==> config.mk <==
export PLATFORM = sky130hd
export DESIGN_NAME = key_count_table_unit
export DESIGN_NICKNAME = d
export VERILOG_FILES = /design/src/rtl/kct_pkg.sv /design/src/rtl/kct_entry_ram.sv /design/src/rtl/key_count_table_unit.sv
export SDC_FILE = /design/constraint.sdc
export NUM_CORES = 2
export LEC_CHECK = 0
export BUFFER_PORTS_ARGS = -buffer_cell sky130_fd_sc_hd__clkbuf_2
export CORE_UTILIZATION = 40
export CTS_CLUSTER_DIAMETER = 30
export CTS_CLUSTER_SIZE = 10
export DETAILED_ROUTE_END_ITERATION = 10
export PLACE_DENSITY = 0.55
export SLEW_MARGIN = 20
export SYNTH_ARGS = -nofsm -noshare
export SYNTH_HDL_FRONTEND = slang
export SYNTH_SLANG_ARGS = --single-unit
export TNS_END_PERCENT = 10
==> constraint.sdc <==
create_clock -name aclk -period 9.7 [get_ports aclk]
set_clock_uncertainty 0.1 [all_clocks]
set_input_delay 1.94 -clock aclk [delete_from_list [all_inputs] [get_ports aclk]]
set_output_delay 1.94 -clock aclk [all_outputs]
set_load 0.1 [all_outputs]
==> src/rtl/kct_pkg.sv <==
// Shared constants, codes and types of the key count table.
package kct_pkg;

    localparam int CAPACITY = 64;
    localparam int IDX_W    = (CAPACITY > 1) ? $clog2(CAPACITY) : 1;
    localparam int FILL_W   = $clog2(CAPACITY + 1);

    localparam int ACTION_W = 2;
    localparam int KEY_W    = 32;
    localparam int COUNT_W  = 31;
    localparam int STATUS_W = 2;

    localparam int S_FIELDS_W = ACTION_W + KEY_W + KEY_W;
    localparam int S_TDATA_W  = ((S_FIELDS_W + 7) / 8) * 8;
    localparam int M_FIELDS_W = COUNT_W + STATUS_W;
    localparam int M_TDATA_W  = ((M_FIELDS_W + 7) / 8) * 8;

    localparam logic [ACTION_W-1:0] ACT_ADD = 2'd0;
    localparam logic [ACTION_W-1:0] ACT_GET = 2'd1;
    localparam logic [ACTION_W-1:0] ACT_SET = 2'd2;

    localparam logic [STATUS_W-1:0] ST_OK     = 2'd0;
    localparam logic [STATUS_W-1:0] ST_REJECT = 2'd1;
    localparam logic [STATUS_W-1:0] ST_FULL   = 2'd2;

    localparam logic [COUNT_W-1:0] COUNT_MAX = {COUNT_W{1'b1}};

    typedef struct packed {
        logic [COUNT_W-1:0] key;
        logic [COUNT_W-1:0] count;
    } entry_t;

endpackage

==> src/rtl/kct_entry_ram.sv <==
// Synchronous entry memory with one write port and one registered read port.
module kct_entry_ram (
    input  logic                      aclk,
    input  logic                      we,
    input  logic [kct_pkg::IDX_W-1:0] waddr,
    input  kct_pkg::entry_t           wdata,
    input  logic [kct_pkg::IDX_W-1:0] raddr,
    output kct_pkg::entry_t           rdata
);

    kct_pkg::entry_t mem [kct_pkg::CAPACITY];

    always_ff @(posedge aclk) begin
        if (we) begin
            mem[waddr] <= wdata;
        end
    end

    always_ff @(posedge aclk) begin
        rdata <= mem[raddr];
    end

endmodule

==> src/rtl/key_count_table_unit.sv <==
// Top level of the key count table: control sequencer, fill count and output register.
//
// The block keeps up to 64 distinct non-negative keys, each with a count that
// saturates at 2^31-1. Each input item on the s_ channel carries an action
// (add one, get count, set count), a key and a new count; each item produces
// exactly one result item on the m_ channel with the count and a status.
// Entries are filled in order from index 0 and are never removed, so a fill
// count marks which entries hold keys.
// A valid item scans the occupied entries through the registered read port of the
// entry memory, one entry per cycle, and stops at the first match. It then
// passes through the UPDATE state and the DONE state, which loads the output register;
// a rejected operand goes straight to DONE. The next item is accepted once the block
// is back in IDLE after that result is loaded, and the block works on one item at a time.
// A new item is accepted while the previous result still waits in the output
// register; when the receiver stalls, the block holds a finished result
// internally and stops accepting until the output register frees up.
// Reset empties the table at once and clears both channels.
module key_count_table_unit (
    input  logic                          aclk,
    input  logic                          aresetn,
    input  logic                          s_tvalid,
    output logic                          s_tready,
    // action [1:0], key [33:2], new_count [65:34], zero fill above
    input  logic [kct_pkg::S_TDATA_W-1:0] s_tdata,
    output logic                          m_tvalid,
    input  logic                          m_tready,
    // count_out [30:0], status [32:31], zero fill above
    output logic [kct_pkg::M_TDATA_W-1:0] m_tdata
);

    typedef enum logic [3:0] {
        IDLE   = 4'b0001,
        SCAN   = 4'b0010,
        UPDATE = 4'b0100,
        DONE   = 4'b1000
    } state_t;

    state_t state_reg, state_next;

    logic [kct_pkg::ACTION_W-1:0] action_reg, action_next;
    logic [kct_pkg::KEY_W-1:0]    key_reg, key_next;
    logic [kct_pkg::KEY_W-1:0]    ncount_reg, ncount_next;

    logic [kct_pkg::FILL_W-1:0]   fill_reg, fill_next;
    logic [kct_pkg::FILL_W-1:0]   issue_idx_reg, issue_idx_next;
    logic                         rd_valid_reg, rd_valid_next;
    logic [kct_pkg::IDX_W-1:0]    rd_idx_reg, rd_idx_next;
    logic                         hit_reg, hit_next;
    logic [kct_pkg::IDX_W-1:0]    hit_idx_reg, hit_idx_next;
    logic [kct_pkg::COUNT_W-1:0]  hit_count_reg, hit_count_next;

    logic [kct_pkg::COUNT_W-1:0]  res_count_reg, res_count_next;
    logic [kct_pkg::STATUS_W-1:0] res_status_reg, res_status_next;

    logic                         m_tvalid_reg, m_tvalid_next;
    logic [kct_pkg::COUNT_W-1:0]  m_count_reg, m_count_next;
    logic [kct_pkg::STATUS_W-1:0] m_status_reg, m_status_next;

    logic                         ram_we;
    logic [kct_pkg::IDX_W-1:0]    ram_waddr;
    kct_pkg::entry_t              ram_wdata;
    kct_pkg::entry_t              ram_rdata;

    logic                         s_fire;
    logic                         in_reject;
    logic                         issue_fire;
    logic                         rd_hit;
    logic                         out_free;
    logic [kct_pkg::ACTION_W-1:0] in_action;
    logic [kct_pkg::KEY_W-1:0]    in_key;
    logic [kct_pkg::KEY_W-1:0]    in_ncount;
    logic [kct_pkg::COUNT_W-1:0]  add_count;

    kct_entry_ram u_ram (
        .aclk  (aclk),
        .we    (ram_we),
        .waddr (ram_waddr),
        .wdata (ram_wdata),
        .raddr (issue_idx_reg[kct_pkg::IDX_W-1:0]),
        .rdata (ram_rdata)
    );

    assign in_action = s_tdata[kct_pkg::ACTION_W-1:0];
    assign in_key    = s_tdata[kct_pkg::ACTION_W +: kct_pkg::KEY_W];
    assign in_ncount = s_tdata[kct_pkg::ACTION_W + kct_pkg::KEY_W +: kct_pkg::KEY_W];

    assign s_tready = (state_reg == IDLE);
    assign s_fire   = s_tvalid && s_tready;
    assign in_reject = (in_action != kct_pkg::ACT_ADD && in_action != kct_pkg::ACT_GET &&
                        in_action != kct_pkg::ACT_SET) || in_key[kct_pkg::KEY_W-1] ||
                       (in_action == kct_pkg::ACT_SET && in_ncount[kct_pkg::KEY_W-1]);

    assign issue_fire = (state_reg == SCAN) && !rd_hit && (issue_idx_reg != fill_reg);
    assign rd_hit     = rd_valid_reg && (ram_rdata.key == key_reg[kct_pkg::COUNT_W-1:0]);
    assign out_free   = !m_tvalid_reg || m_tready;
    assign add_count  = (hit_count_reg == kct_pkg::COUNT_MAX) ? hit_count_reg
                                                              : hit_count_reg + 1'b1;

    assign m_tvalid = m_tvalid_reg;
    assign m_tdata  = {{(kct_pkg::M_TDATA_W - kct_pkg::M_FIELDS_W){1'b0}},
                       m_status_reg, m_count_reg};

    always_comb begin
        state_next      = state_reg;
        action_next     = action_reg;
        key_next        = key_reg;
        ncount_next     = ncount_reg;
        fill_next       = fill_reg;
        issue_idx_next  = issue_idx_reg;
        rd_valid_next   = 1'b0;
        rd_idx_next     = issue_idx_reg[kct_pkg::IDX_W-1:0];
        hit_next        = hit_reg;
        hit_idx_next    = hit_idx_reg;
        hit_count_next  = hit_count_reg;
        res_count_next  = res_count_reg;
        res_status_next = res_status_reg;
        m_tvalid_next   = m_tvalid_reg;
        m_count_next    = m_count_reg;
        m_status_next   = m_status_reg;
        ram_we          = 1'b0;
        ram_waddr       = hit_idx_reg;
        ram_wdata.key   = key_reg[kct_pkg::COUNT_W-1:0];
        ram_wdata.count = add_count;

        if (m_tvalid_reg && m_tready) begin
            m_tvalid_next = 1'b0;
        end

        case (state_reg)
            IDLE: begin
                if (s_fire) begin
                    action_next    = in_action;
                    key_next       = in_key;
                    ncount_next    = in_ncount;
                    issue_idx_next = '0;
                    if (in_reject) begin
                        res_count_next  = '0;
                        res_status_next = kct_pkg::ST_REJECT;
                        state_next      = DONE;
                    end else begin
                        state_next = SCAN;
                    end
                end
            end
            SCAN: begin
                rd_valid_next = issue_fire;
                if (issue_fire) begin
                    issue_idx_next = issue_idx_reg + 1'b1;
                end
                if (rd_hit) begin
                    hit_next       = 1'b1;
                    hit_idx_next   = rd_idx_reg;
                    hit_count_next = ram_rdata.count;
                    state_next     = UPDATE;
                end else if (!rd_valid_reg && issue_idx_reg == fill_reg) begin
                    hit_next   = 1'b0;
                    state_next = UPDATE;
                end
            end
            UPDATE: begin
                res_status_next = kct_pkg::ST_OK;
                state_next      = DONE;
                if (action_reg == kct_pkg::ACT_GET) begin
                    res_count_next = hit_reg ? hit_count_reg : '0;
                end else if (hit_reg) begin
                    ram_we = 1'b1;
                    if (action_reg == kct_pkg::ACT_SET) begin
                        ram_wdata.count = ncount_reg[kct_pkg::COUNT_W-1:0];
                    end
                    res_count_next = ram_wdata.count;
                end else if (fill_reg == kct_pkg::FILL_W'(kct_pkg::CAPACITY)) begin
                    res_count_next  = '0;
                    res_status_next = kct_pkg::ST_FULL;
                end else begin
                    ram_we          = 1'b1;
                    ram_waddr       = fill_reg[kct_pkg::IDX_W-1:0];
                    ram_wdata.count = (action_reg == kct_pkg::ACT_ADD)
                                      ? kct_pkg::COUNT_W'(1)
                                      : ncount_reg[kct_pkg::COUNT_W-1:0];
                    res_count_next  = ram_wdata.count;
                    fill_next       = fill_reg + 1'b1;
                end
            end
            DONE: begin
                if (out_free) begin
                    m_tvalid_next = 1'b1;
                    m_count_next  = res_count_reg;
                    m_status_next = res_status_reg;
                    state_next    = IDLE;
                end
            end
            default: begin
                state_next = IDLE;
            end
        endcase
    end

    always_ff @(posedge aclk) begin
        if (!aresetn) begin
            state_reg    <= IDLE;
            fill_reg     <= '0;
            rd_valid_reg <= 1'b0;
            m_tvalid_reg <= 1'b0;
        end else begin
            state_reg    <= state_next;
            fill_reg     <= fill_next;
            rd_valid_reg <= rd_valid_next;
            m_tvalid_reg <= m_tvalid_next;
        end
    end

    always_ff @(posedge aclk) begin
        action_reg     <= action_next;
        key_reg        <= key_next;
        ncount_reg     <= ncount_next;
        issue_idx_reg  <= issue_idx_next;
        rd_idx_reg     <= rd_idx_next;
        hit_reg        <= hit_next;
        hit_idx_reg    <= hit_idx_next;
        hit_count_reg  <= hit_count_next;
        res_count_reg  <= res_count_next;
        res_status_reg <= res_status_next;
        m_count_reg    <= m_count_next;
        m_status_reg   <= m_status_next;
    end

endmodule

## Word-level counts from Yosys, hierarchy flattened

Memory sizes are Yosys's and may differ from the RTL's. A register that Yosys moved wholly into a read port is not among the register bits.
Index checks and enable logic that the tools add are counted.

| word-level totals | value |
|---|---|
| bits in registers | 194 |
| bits in latches | 0 |
| bits in writable memories | 3968 |
| memory bits (read-only) | 0 |
| input bits | 76 |
| output and inout port bits | 42 |
| logic and storage cells | 114 |
| memories | 1 |

Memories:

| memory | words | width | read ports | clocked after memory_dff | write ports | line | text |
|---|---|---|---|---|---|---|---|
| u_ram.mem | 64 | 62 | 1 | 1 | 1 | kct_entry_ram.sv:11 | `kct_pkg::entry_t mem [kct_pkg::CAPACITY];` |

| cells by class | value |
|---|---|
| $add $sub $neg | 3 |
| multipliers | 0 |
| div/mod/pow operators | 0 |
| $lt $le $gt $ge | 0 |
| eq/ne operators | 19 |
| shift-type cells | 0 |
| muxes and demuxes | 43 |
| bitwise gates (word level) | 3 |
| reduce and logical (&&, ||, !) cells | 29 |

Operators by type and width:

| kind | number |
|---|---|
| $mux W31 | 13 |
| $pmux W31 S2 | 1 |
| $add A31 B1 Y31 const B | 1 |
| $eq A31 B31 Y1 | 1 |
| $eq A31 B31 Y1 const B | 1 |
| $mux W6 | 4 |
| $mux W4 | 5 |
| $pmux W4 S4 | 1 |
| $add A7 B1 Y7 const B | 2 |
| $mux W7 | 2 |
| $pmux W7 S2 | 1 |
| $mux W1 | 10 |
| $mux W2 | 5 |
| $reduce_and A2 Y1 | 5 |
| $logic_and A1 B1 Y1 | 9 |
| $reduce_and A3 Y1 | 3 |
| $reduce_bool A2 Y1 | 4 |
| $eq A7 B7 Y1 | 1 |
| $eq A7 B7 Y1 const B | 1 |
| $ne A7 B7 Y1 | 1 |
| $ne A2 B1 Y1 const B | 3 |
| $ne A2 B2 Y1 const B | 3 |
| $eq A2 B2 Y1 const B | 2 |
| $eq A4 B1 Y1 const B | 1 |
| 11 further kinds | 17 |

## Depth between registers and ports, before layout

| logic depth | value |
|---|---|
| depth in word-level cells | 8 |
| depth in mapped cells | 11 |
| depth with buffers taken out | 8 |

## By module

From an unflattened synthesis, not the netlist that was laid out.

| unflattened totals | value |
|---|---|
| cells, all modules | 7339 |
| area total of the unflattened synthesis | 160501.4 um^2 |

Modules (own cells, without submodules):

| module | instances | cells each | area each (um^2) | seq. area each (um^2) |
|---|---|---|---|---|
| kct_entry_ram | 1 | 6650 | 151766.8 | 120395.5 |
| key_count_table_unit | 1 | 689 | 8734.6 | 5635.4 |

## Worst setup path before layout

OpenSTA, ideal clock, no wires.

| path | value |
|---|---|
| kind | flip-flop to flip-flop |
| start point | register fill_reg[2] in the netlist's numbering |
| end point | memory u_ram.mem[33][0] in the netlist's numbering (enable) |
| setup time | 0.558 ns |
| arrival time | 6.549 ns |
| data required time | 9.042 ns |
| setup slack | 2.493 ns |
| stages on the path, launching flop included | 9 |
| path buffers | 2 |
| clock period less this slack | 7.207 ns |
| cell sequence | dfxtp_1 buf_2 or4b_1 o21ba_2 nand2_8 mux2_4 or4_4 buf_6 nor3_1 |

| on the way | value |
|---|---|
| cells in the longest elaborated chain, start to end | 7 |
| elaborated cells on any way between the ends | 11 |
| classes of those cells | eq/ne (1); mux (10) |

Ends and longest elaborated chain:

| element | line | text |
|---|---|---|
| from (decl) | key_count_table_unit.sv:44 | `logic [kct_pkg::FILL_W-1:0] fill_reg, fill_next;` |
| from (signal assigned) | key_count_table_unit.sv:206 | `fill_reg <= fill_next;` |
| $eq A7 B7 Y1 | key_count_table_unit.sv:171 | `end else if (fill_reg == kct_pkg::FILL_W'(kct_pkg::CAPACITY)) begin` |
| $mux W1 | key_count_table_unit.sv:171 |  |
| $mux W1 | key_count_table_unit.sv:165 | `end else if (hit_reg) begin` |
| $mux W1 | key_count_table_unit.sv:163 | `if (action_reg == kct_pkg::ACT_GET) begin` |
| $mux W1 | key_count_table_unit.sv:129 | `case (state_reg)` |
| $mux W1 | kct_entry_ram.sv:14 | `if (we) begin` |
| $mux W1 (not written as such) | kct_entry_ram.sv:15 | `mem[waddr] <= wdata;` |
| to (decl) | kct_entry_ram.sv:11 |  |

Parallel ways exist; a longest one is shown, timed or not.

## Final worst setup path

| path | value |
|---|---|
| start point | register state_reg[3] |
| end point | memory u_ram.mem[27][61] in the netlist's numbering (enable) |

| on the way | value |
|---|---|
| cells in the longest elaborated chain, start to end | 4 |
| elaborated cells on any way between the ends | 5 |
| classes of those cells | eq/ne (1); mux (4) |

Ends and longest elaborated chain:

| element | line | text |
|---|---|---|
| from (decl) | key_count_table_unit.sv:38 | `state_t state_reg, state_next;` |
| from (signal assigned) | key_count_table_unit.sv:205 | `state_reg <= state_next;` |
| $eq A4 B3 Y1 * | key_count_table_unit.sv:129 |  |
| $mux W1 | key_count_table_unit.sv:129 |  |
| $mux W1 | kct_entry_ram.sv:14 |  |
| $mux W1 (not written as such) | kct_entry_ram.sv:15 |  |

Every way passes the cells marked *; elsewhere a longest branch is shown, timed or not.

==> results.yml <==
routing:
  vias: 79600
  drt_first_iter_violations: 8805
  drt_wl_total_um: 436000
  via_per_inst: 5.80
  wl_per_cell_um: 31.8
  ant_nets: 0
  drt_first_pass_iters: 5
  drcViolationCount: 0
grt:
  globalRouteTotalUtil_pct: 21.6
  grt_antenna_before_repair: 20
  grt_pass1_wl_um: 614000
  overflow: 0
  grt_pass1_vias: 81900
  grt_max_degree: 117
placed_design:
  post-place-ws_ns: 4.16
  io_buffers: 104
  hpwl_um: 222000
  dpl_cell_area_um2: 167000
  gp_congestion: 0.802
synthesis:
  synth-xor-area-share_pct: 0.369
  syn_area_um2: 159000
  synth_flop_cell: "edfxtp_1"
  syn-instance-count: 6987
  synth_compound_area_share_pct: 3.78
  synth_top_family_by_area: "multiplexers"
  yosysTopAreaCell: "edfxtp_1"
  synth_cell_type_count: 65
  synthArstFlopShare_pct: 0
  synthTopCellsByArea: "edfxtp_1 (78%), mux4_2 (14%), a22oi_1 (2.4%)"
  yosysSeqAreaShare_pct: 79.4
  synth_most_common_cell: "edfxtp_1"
  synthTopCellsByCount: "edfxtp_1 (4,143), mux4_2 (992), a22oi_1 (499), a21oi_1 (266), clkbuf_1 (266)"
  synth_fa_ha_area_share_pct: 0.0315
  avgSynthCellArea_um2: 22.7
  synth_edf_count: 4143
  yosysWarningCount: 0
  synth-seq-cells: 4224
  synthSimpleGateAreaFrac_pct: 1.25
  synth_mux_area_share_pct: 14.1
  synth_top_area_share_pct: 78.3
die:
  start_util_pct: 40.2
  rows: 231
  die_h_um: 632
  core-area_um2: 395000
  ioPinCount: 118
  die_x_um: 632
  die_area_um2: 400000
worst_setup_path:
  max_stage_delay_ns: 1.11
  start_kind: "flip-flop"
  path_cells: "nor4b_4 > and2_1 > nand2_8 > a22oi_1 > nand3_1 > nor2_4 > buf_4 > buf_4"
  crit_slowest_cell: "nor2_4"
  crit_type: "reg -> reg"
  crit_required_ns: 10.27
  critPathCaptureType: "flip-flop"
  cp.arrival_ns: 6.16
  cp_max_fo: 27
  crit_top_cell: "buf_4"
layout:
  largest_register_ffs: 3968
  top_regs: "u_ram.mem: 3968 flops, u_ram.rdata: 62 flops"
  finalInstanceArea_um2: 196000
  regMostFlops: "u_ram.mem"
  layout-drive-gt1-share_pct: 33.2
  area_growth_pct: 23.7
  nNetsFinal: 7835
timing:
  setup_viol: 0
  min_period_over_period_pct: 57.7
  maxSlewHeadroom_pct: 21.1
  fin_ws_ns: 4.11
  finalCriticalPeriod_ns: 5.59
  worst_pin_slew_ns: 1.18
  tns_ns: 0
  fmax_ghz: 0.179
  slew_viol_final: 0
  hold_viol: 0
  timing.hold.ws_ns: 0.300
  rsz0062_at_grt: "false"
power:
  ir_drop_v: 0.000230
  powerDensity_nw_per_um2: 275
  p_leak_nw: 62.5
  finalPower_mw: 54.0
clock_network:
  insertion_delay_ns: 1.09
  postCtsSetupBuffers: 0
  holdBufCountCts: 0
  clk_pin_slew_ns: 0.05
  tritoncts: "built"
  cts_resized: 0
  h-tree-depth: 6
  cts_buffers: 827
  clock-root-buffer: "clkbuf_16"
  cts.sinks: 4224
  clk_path_buf_depth: 4
outcome:
  status: "complete, no violations"
flow_run:
  maxCapViolations: 0
min_path:
  hold_path_class: "reg -> reg"
## cells in the final DEF, fill, tap and decap left out, types with 33 or more instances in the layout
cell and count:
edfxtp_1 4143, mux4_2 992, clkbuf_16 830, a22oi_1 499, a21oi_1 264, buf_4 214, clkinv_2 140, bufinv_16 133
clkbuf_2 104, clkinv_1 99, clkbuf_1 95, clkinvlp_4 93, dfxtp_1 81, or4_1 62, nand2_1 61, nor2_4 59
xnor2_1 47, inv_6 47, clkinv_4 43, o21ai_0 40, nand3_1 33
## critical path, delay by kind of cell, from the launching register on
kind                   cells  cell delay [ns]
and+or+nand+nor            5             3.00
AOI/OAI and AO/OA          1             0.38
DFF                        1             0.35
buffers and inverters      2             1.26
## report_power, final
part	internal, mW	switching (mW)
clock	19.4	9.72
sequential	20.5	0.184
combinational	1.66	2.61
total	41.5	12.5
## cells by family (layout without fill, tap and decap cells)
logic type | Yosys count | after routing
muxes | 1003 | 1003
DFF | 4224 | 4224
AOI/OAI and AO/OA | 903 | 903
other | 1 | 11
adders and majority gates | 4 | 4
xor gates and xnor gates | 67 | 67
buffers and inverters | 425 | 1902
and+or+nand+nor | 360 | 360
## layout make-up
type                    count  area (um2)
well taps                5242        6560
flip-flops and latches   4224      126000
fillers                 31300      199000
multi-input cells        2344       32000
clock buffers             943       21400
repair buffers            349        2720
inverters                   9        38.8
diodes                      4        10.0
clock inverters           601        7770
## through the flow
stage / std cells / util [%]
3_5_place_dp: 12200 / 42.3
4_1_cts: 13700 / 49.7
5_1_grt: 13700 / 49.7
3_3_place_gp: 12200 / 42.3
2_1_floorplan: 6993 / -
6_report: 13700 / 49.7
## worst paths after layout
check,slack [ns],startpoint,to,cells past startpoint
worst min register to register,0.30,u_ram.rdata[20],hit_count_reg[20],0
worst max-delay path,4.11,state_reg[3],u_ram.mem[27][61],8
worst min-delay path,0.30,u_ram.rdata[20],hit_count_reg[20],0
worst max register to register,4.11,state_reg[3],u_ram.mem[27][61],8
## routing by layer
layer  vias to the layer above  GRT usage, %  part of all wire, %
met5                         -             0                    0
met4                         0          5.75                  2.3
met3                       688          4.06                  7.8
met2                      3641          34.9                   48
met1                     43400          30.1                   41
li1                      31900             -                    -
No activity file was read; power rests on OpenSTA's default activity.
